## src/rtl/linear_blend_skinning_core_defines.svh

```systemverilog
// Assertion macros for the linear blend skinning core.
// Used by the top level only; relies on clk_i and rst_ni being in scope.
`ifndef LINEAR_BLEND_SKINNING_CORE_DEFINES_SVH
`define LINEAR_BLEND_SKINNING_CORE_DEFINES_SVH

// Same-cycle implication, checked outside reset.
`define LBS_ASSERT_IMPL(name, ante, cons, msg) \
  name: assert property (@(posedge clk_i) disable iff (!rst_ni) (ante) |-> (cons)) \
    else $error(msg);

// Next-cycle implication, checked outside reset.
`define LBS_ASSERT_NEXT(name, ante, cons, msg) \
  name: assert property (@(posedge clk_i) disable iff (!rst_ni) (ante) |=> (cons)) \
    else $error(msg);

`endif

```

## src/rtl/lbs_pkg.sv

```systemverilog
// Shared constants, types and saturation helpers for the skinning core.
// No dependencies; imported by every module of the block.
package lbs_pkg;

  // Matrix store geometry.
  localparam int BONE_COUNT      = 32;
  localparam int ELEMS_PER_BONE  = 12;
  localparam int MEM_DEPTH       = BONE_COUNT * ELEMS_PER_BONE;
  localparam int MEM_AW          = (MEM_DEPTH > 1) ? $clog2(MEM_DEPTH) : 1;

  // Stream widths.
  localparam int IN_TDATA_W  = 256;
  localparam int OUT_TDATA_W = 192;

  // Command carried in tuser.
  localparam logic CMD_MATRIX_WRITE = 1'b0;
  localparam logic CMD_INFLUENCE    = 1'b1;

  // Operation kinds that travel down the datapath pipeline.
  typedef enum logic [2:0] {
    OP_NOP,
    OP_MV,   // matrix element times vector component
    OP_TR,   // add translation, saturate both rows
    OP_WP,   // weight times position row into accumulator
    OP_WN    // weight times normal row into accumulator
  } lbs_kind_e;

  typedef struct packed {
    lbs_kind_e   kind;
    logic        vec;   // 0 = position, 1 = normal
    logic [1:0]  c;     // matrix column
    logic [1:0]  row;   // matrix row
  } lbs_op_t;

  localparam lbs_op_t OP_IDLE = '{kind: OP_NOP, vec: 1'b0, c: 2'd0, row: 2'd0};

  // Sequencer to datapath control.
  typedef struct packed {
    logic        load;    // capture a new influence request
    logic [3:0]  rd_off;  // element offset within the bone, row*4+col
    lbs_op_t     op_b;    // operation in the multiply stage
    lbs_op_t     op_c;    // operation in the accumulate stage
    logic        emit;    // deliver result and clear accumulators
  } lbs_ctrl_t;

  // One input request.
  typedef struct packed {
    logic [4:0]         bone_index;
    logic [3:0]         elem_index;
    logic signed [31:0] elem_value;
    logic [16:0]        weight;
    logic signed [31:0] pos_x;
    logic signed [31:0] pos_y;
    logic signed [31:0] pos_z;
    logic signed [31:0] nrm_x;
    logic signed [31:0] nrm_y;
    logic signed [31:0] nrm_z;
  } lbs_item_t;

  // One result.
  typedef struct packed {
    logic signed [31:0] out_pos_x;
    logic signed [31:0] out_pos_y;
    logic signed [31:0] out_pos_z;
    logic signed [31:0] out_nrm_x;
    logic signed [31:0] out_nrm_y;
    logic signed [31:0] out_nrm_z;
  } lbs_res_t;

  // Saturate a 51-bit signed value to 32 bits.
  function automatic logic signed [31:0] sat32(input logic signed [50:0] v);
    logic signed [31:0] r;
    if (!v[50] && (|v[49:31])) begin
      r = {1'b0, {31{1'b1}}};
    end else if (v[50] && !(&v[49:31])) begin
      r = {1'b1, {31{1'b0}}};
    end else begin
      r = v[31:0];
    end
    return r;
  endfunction

  // Saturate a 49-bit signed value to 48 bits.
  function automatic logic signed [47:0] sat48(input logic signed [48:0] v);
    logic signed [47:0] r;
    if (v[48] != v[47]) begin
      r = v[48] ? {1'b1, {47{1'b0}}} : {1'b0, {47{1'b1}}};
    end else begin
      r = v[47:0];
    end
    return r;
  endfunction

endpackage

```

## src/rtl/lbs_seq.sv

```systemverilog
// Sequencer of the skinning core: walks the 30 steps of one influence.
// Depends on lbs_pkg for the control struct and operation kinds.
module lbs_seq (
  input  logic              clk_i,
  input  logic              rst_ni,
  input  logic              start_i,
  input  logic              last_i,
  input  logic              out_free_i,
  output lbs_pkg::lbs_ctrl_t ctrl_o,
  output logic              idle_o
);
  import lbs_pkg::*;

  localparam logic [1:0] ST_IDLE = 2'd0;
  localparam logic [1:0] ST_RUN  = 2'd1;
  localparam logic [1:0] ST_DRN  = 2'd2;
  localparam logic [1:0] ST_FIN  = 2'd3;

  // Step positions within one matrix row.
  localparam logic [3:0] K_LAST_MV = 4'd5;
  localparam logic [3:0] K_TR      = 4'd6;
  localparam logic [3:0] K_GAP     = 4'd7;
  localparam logic [3:0] K_WP      = 4'd8;
  localparam logic [3:0] K_WN      = 4'd9;
  localparam logic [1:0] ROW_LAST  = 2'd2;
  localparam logic [3:0] DRN_LAST  = 4'd1;

  logic [1:0] state_q, state_d;
  logic [3:0] k_q, k_d;
  logic [1:0] row_q, row_d;
  logic       last_q, last_d;
  lbs_op_t    op_a, op_b_q, op_c_q;
  logic       emit;

  // Decode the operation issued in this cycle.
  always_comb begin
    op_a     = OP_IDLE;
    op_a.row = row_q;
    if (state_q == ST_RUN) begin
      if (k_q <= K_LAST_MV) begin
        op_a.kind = OP_MV;
        op_a.vec  = k_q[0];
        op_a.c    = k_q[2:1];
      end else begin
        case (k_q)
          K_TR: begin
            op_a.kind = OP_TR;
            op_a.c    = 2'd3;
          end
          K_GAP:   op_a.kind = OP_NOP;
          K_WP:    op_a.kind = OP_WP;
          K_WN:    op_a.kind = OP_WN;
          default: op_a.kind = OP_NOP;
        endcase
      end
    end
  end

  assign emit = (state_q == ST_FIN) && last_q && out_free_i;

  // Next state and step counters.
  always_comb begin
    state_d = state_q;
    k_d     = k_q;
    row_d   = row_q;
    last_d  = last_q;
    case (state_q)
      ST_IDLE: begin
        if (start_i) begin
          state_d = ST_RUN;
          k_d     = '0;
          row_d   = '0;
          last_d  = last_i;
        end
      end
      ST_RUN: begin
        if (k_q == K_WN) begin
          k_d = '0;
          if (row_q == ROW_LAST) begin
            state_d = ST_DRN;
          end else begin
            row_d = row_q + 2'd1;
          end
        end else begin
          k_d = k_q + 4'd1;
        end
      end
      ST_DRN: begin
        if (k_q == DRN_LAST) begin
          state_d = ST_FIN;
          k_d     = '0;
        end else begin
          k_d = k_q + 4'd1;
        end
      end
      ST_FIN: begin
        if (!last_q || out_free_i) begin
          state_d = ST_IDLE;
        end
      end
      default: state_d = ST_IDLE;
    endcase
  end

  // Control registers and the operation pipeline tags.
  always_ff @(posedge clk_i or negedge rst_ni) begin
    if (!rst_ni) begin
      state_q <= ST_IDLE;
      k_q     <= '0;
      row_q   <= '0;
      last_q  <= 1'b0;
      op_b_q  <= OP_IDLE;
      op_c_q  <= OP_IDLE;
    end else begin
      state_q <= state_d;
      k_q     <= k_d;
      row_q   <= row_d;
      last_q  <= last_d;
      op_b_q  <= op_a;
      op_c_q  <= op_b_q;
    end
  end

  assign ctrl_o.load   = start_i && (state_q == ST_IDLE);
  assign ctrl_o.rd_off = {op_a.row, op_a.c};
  assign ctrl_o.op_b   = op_b_q;
  assign ctrl_o.op_c   = op_c_q;
  assign ctrl_o.emit   = emit;
  assign idle_o        = (state_q == ST_IDLE);

endmodule

```

## config.mk

```make
export PLATFORM = sky130hd
export DESIGN_NAME = lbs_seq
export DESIGN_NICKNAME = d
export VERILOG_FILES = /design/src/rtl/linear_blend_skinning_core_defines.svh /design/src/rtl/lbs_pkg.sv /design/src/rtl/lbs_seq.sv
export SDC_FILE = /design/constraint.sdc
export NUM_CORES = 1
export LEC_CHECK = 0
export ABC_AREA = 1
export BUFFER_PORTS_ARGS = -buffer_cell sky130_fd_sc_hd__clkbuf_2
export CORE_MARGIN = 1.5
export CORE_UTILIZATION = 49
export DETAILED_ROUTE_END_ITERATION = 10
export HOLD_SLACK_MARGIN = 0.06
export PLACE_DENSITY = 0.79
export SLEW_MARGIN = 20
export SYNTH_ARGS = -nofsm -noshare
export SYNTH_HDL_FRONTEND = slang
export SYNTH_SLANG_ARGS = --single-unit
```

## constraint.sdc

```tcl
create_clock -name clk_i -period 4.7 [get_ports clk_i]
set_input_delay 0.705 -clock clk_i [delete_from_list [all_inputs] [get_ports clk_i]]
set_output_delay 0.705 -clock clk_i [all_outputs]
set_load 0.01 [all_outputs]
```

==> impl_metrics.prom <==
# TYPE chip_impl_metric gauge
chip_impl_metric{name="yosysUniqueCellTypes",unit=""} 23
chip_impl_metric{name="setup_violations",unit=""} 0
chip_impl_metric{name="finalInstanceArea",unit="sq um"} 1360
chip_impl_metric{name="tritoncts.num_buffers",unit=""} 3
chip_impl_metric{name="total_grt_usage",unit="%"} 16.7
chip_impl_metric{name="fillerInstances",unit=""} 190
chip_impl_info{name="worstReg2RegEnd",value="state_q[1]"} 1
chip_impl_metric{name="avgViaCountPerCell",unit=""} 4.98
chip_impl_metric{name="critical_path.max_fanout",unit=""} 6
chip_impl_metric{name="cts-hold-fix-buffers",unit=""} 0
chip_impl_metric{name="synthAdderAreaFrac",unit="%"} 12.5
chip_impl_metric{name="io_buf_count",unit=""} 27
chip_impl_metric{name="max_clock_freq",unit="MHz"} 388
chip_impl_metric{name="finalHoldViolations",unit=""} 0
chip_impl_metric{name="die_h",unit="um"} 52.5
chip_impl_info{name="timing.critical_path.from_type",value="register"} 1
chip_impl_metric{name="global_route.overflow_total",unit=""} 0
chip_impl_metric{name="insertion_delay_of_the_later_clocked_pin_in_the_worst_skew_pair",unit="ns"} 0.31
chip_impl_metric{name="drt_iter0_drc",unit=""} 16
chip_impl_metric{name="dp_slack",unit="ns"} 2.52
chip_impl_metric{name="floorplan.initialDensity",unit="%"} 53.3
chip_impl_metric{name="detailed_place_hpwl",unit="mm"} 1.60
chip_impl_metric{name="dr_total_vias",unit=""} 901
chip_impl_metric{name="die-width",unit="um"} 52.5
chip_impl_metric{name="post_cts_resized",unit=""} 0
chip_impl_metric{name="h-tree-depth",unit=""} 1
chip_impl_metric{name="cell_count_after_synthesis",unit=""} 127
chip_impl_info{name="path_class",value="register to output port"} 1
chip_impl_metric{name="area_fraction_in_compound_gates_after_synthesis",unit="%"} 5.62
chip_impl_metric{name="max_slew_margin",unit="%"} 60.2
chip_impl_metric{name="layout_worst_path_cycle_share",unit="%"} 54.8
chip_impl_metric{name="place.gp.congestion",unit=""} 0.755
chip_impl_info{name="regToRegStartpoint",value="state_q[0]"} 1
chip_impl_metric{name="ant_nets",unit=""} 0
chip_impl_metric{name="fp.coreArea",unit="sq um"} 2250
chip_impl_metric{name="die-area",unit="sq um"} 2760
chip_impl_metric{name="hold_ws",unit="ns"} 0.365
chip_impl_metric{name="final_worst_setup_slack",unit="ns"} 2.12
chip_impl_info{name="cts_tree",value="built"} 1
chip_impl_metric{name="firstDrtPassIters",unit=""} 4
chip_impl_metric{name="placed_area",unit="sq um"} 1330
chip_impl_metric{name="yosys.area_share.xor_xnor",unit="%"} 0
chip_impl_info{name="root_buffer",value="clkbuf_4"} 1
chip_impl_metric{name="worst_pin_slew",unit="ns"} 0.596
chip_impl_metric{name="syn-mean-instance-area",unit="sq um"} 9.46
chip_impl_info{name="critical_path.startpoint",value="k_q[1]"} 1
chip_impl_metric{name="ctsLongestPathBuffers",unit=""} 2
chip_impl_metric{name="r2r_slack",unit="ns"} 3.11
chip_impl_metric{name="area_delta_synth_final",unit="%"} 13.3
chip_impl_metric{name="placed_cells",unit=""} 177
chip_impl_metric{name="maximum_number_of_pins_on_one_net_before_global_route_repair",unit=""} 26
chip_impl_info{name="endpoint_kind",value="output port"} 1
chip_impl_metric{name="final_max_slew_viol_count",unit=""} 0
chip_impl_metric{name="synth-seq-cells",unit=""} 25
chip_impl_info{name="largest_family_of_logic_cells_by_synthesized_area",value="simple AND/OR/NAND/NOR gates"} 1
chip_impl_metric{name="finalSetupTns",unit="ns"} 0
chip_impl_metric{name="num_rows",unit=""} 17
chip_impl_info{name="critical_path.endpoint",value="ctrl_o[17]"} 1
chip_impl_metric{name="detail_route.drc_violations",unit=""} 0
chip_impl_metric{name="arrival",unit="ns"} 1.87
chip_impl_metric{name="finalClockSkew",unit="ns"} 0.0125
chip_impl_metric{name="final_period_minus_worst_setup_slack",unit="ns"} 2.58
chip_impl_info{name="worstHoldPathType",value="input pin to asynchronous set/reset pin"} 1
chip_impl_metric{name="post-cts-setup-buffers",unit=""} 0
chip_impl_info{name="leading_cell_type_in_the_layout_fill_and_taps_excluded",value="nand2_1"} 1
chip_impl_metric{name="syn-num-nets",unit=""} 144
chip_impl_metric{name="final_cells",unit=""} 181
chip_impl_metric{name="post_drt_wl_per_cell",unit="um"} 11.2
chip_impl_metric{name="maxCapViolations",unit=""} 0
chip_impl_info{name="layout.cells.most_common_list",value="nand2_1 (30), clkbuf_2 (27), dfrtp_1 (25)"} 1
chip_impl_metric{name="diodes",unit=""} 0
chip_impl_metric{name="clkSinkCount",unit=""} 25
chip_impl_metric{name="pin_count",unit=""} 28
chip_impl_metric{name="worst-endpoint-required",unit="ns"} 3.99
chip_impl_metric{name="global_route_wire_length_before_repair",unit="mm"} 3.35
chip_impl_metric{name="powerDensity",unit="nW/um^2"} 538
chip_impl_metric{name="worst-r2r-cell-count",unit=""} 8
chip_impl_metric{name="synthMuxAreaShare",unit="%"} 0
chip_impl_metric{name="finalPower",unit="mW"} 0.732
chip_impl_metric{name="synthSimpleGateAreaFrac",unit="%"} 21.0
chip_impl_metric{name="total_number_of_nets_in_the_final_design",unit=""} 171
chip_impl_metric{name="ys.warnings.count",unit=""} 0
chip_impl_metric{name="wirelength",unit="mm"} 2.04
chip_impl_metric{name="fin_util",unit="%"} 60.4
chip_impl_metric{name="path_clk_slew",unit="ns"} 0.13
chip_impl_metric{name="drive_above_1_share",unit="%"} 25.5
chip_impl_metric{name="grt_antenna_before_repair",unit=""} 0
chip_impl_metric{name="static-leakage-power",unit="nW"} 0.788
chip_impl_metric{name="post_synth_instance_area",unit="sq um"} 1200
chip_impl_metric{name="synth_seq_area_share",unit="%"} 52.1
chip_impl_info{name="run_status",value="completed"} 1
chip_impl_info{name="rsz0062_at_grt",value="false"} 1
chip_impl_metric{name="grt_pass1_vias",unit=""} 829
chip_impl_metric{name="peak_supply_drop",unit="uV"} 266
[cells by family (layout without fill, tap and decap cells)]
kind of cell	after synthesis	after routing
DFF	25	25
adders and majority gates	12	12
and+or+nand+nor	56	56
buffers and inverters	23	49
AOI/OAI and AO/OA	11	11
[cell usage after synthesis]
library cell | instances | share of area [%]
o21ai_1 | 2 | 0.83
nand2_4 | 1 | 0.94
o21ai_0 | 2 | 0.83
or2_1 | 1 | 0.52
or2_2 | 1 | 0.52
o21bai_1 | 1 | 0.63
inv_1 | 17 | 5.3
ha_1 | 12 | 12
nand2_2 | 2 | 1.0
o21ai_2 | 1 | 0.73
a21boi_1 | 1 | 0.63
a21oi_1 | 3 | 1.2
nor2_1 | 8 | 2.5
nand3_1 | 9 | 3.7
inv_2 | 1 | 0.31
a21oi_2 | 1 | 0.73
nor3_1 | 1 | 0.42
nand3b_1 | 1 | 0.63
nand3_2 | 1 | 0.83
nand2_1 | 30 | 9.4
dfrtp_1 | 25 | 52
nand4_1 | 1 | 0.52
buf_4 | 5 | 3.1
[where the power goes]
part	switching [mW]	internal, mW
Sequential	0.0384	0.264
Clock	0.0605	0.0318
Combinational	0.213	0.124
Total	0.312	0.420
[flip-flops by register name (all words and copies together) (netlist names)]
signal / count
ctrl_o: 16
k_q: 4
row_q: 2
state_q: 2
last_q: 1
[routing by layer]
metal  up-vias  GRT usage, %  share of wire, %
li1        443             -                 -
met1       420          18.4                42
met2        34          30.6                51
met3         4          4.00               5.7
met4         0          5.98               1.1
met5         -             0                 0
[layout make-up]
class / count / area, sq um / share of cell area [%]
sequential: 25 / 626 / 46.0
multi-input combinational: 79 / 470 / 34.6
timing repair buffer: 27 / 135 / 9.93
inverter: 18 / 67.6 / 4.96
tap: 28 / 35.0 / 2.57
clock buffer: 3 / 22.5 / 1.65
clock inverter: 1 / 5.00 / 0.368
[critical path, stage by stage (launching register included)]
cell	delay, ns
dfrtp_1	0.47
inv_1	0.13
ha_1	0.21
nand3b_1	0.12
nand2_1	0.10
a21oi_1	0.16
inv_1	0.08
nor2_1	0.13
clkbuf_2	0.15
[worst min path at each step]
stage | start | depth (start not counted) | slack (ns) | end
finish | rst_ni | 1 | 0.36 | ctrl_o[3]
global route | ctrl_o[16] | 0 | 0.39 | ctrl_o[8]
CTS | rst_ni | 1 | 0.39 | ctrl_o[5]
detailed placement | ctrl_o[16] | 0 | 0.36 | ctrl_o[8]
global placement | ctrl_o[10] | 0 | 0.36 | ctrl_o[2]
floorplan | row_q[0] | 0 | 0.40 | ctrl_o[9]
Note: power is estimated with default switching activity, not from simulation.
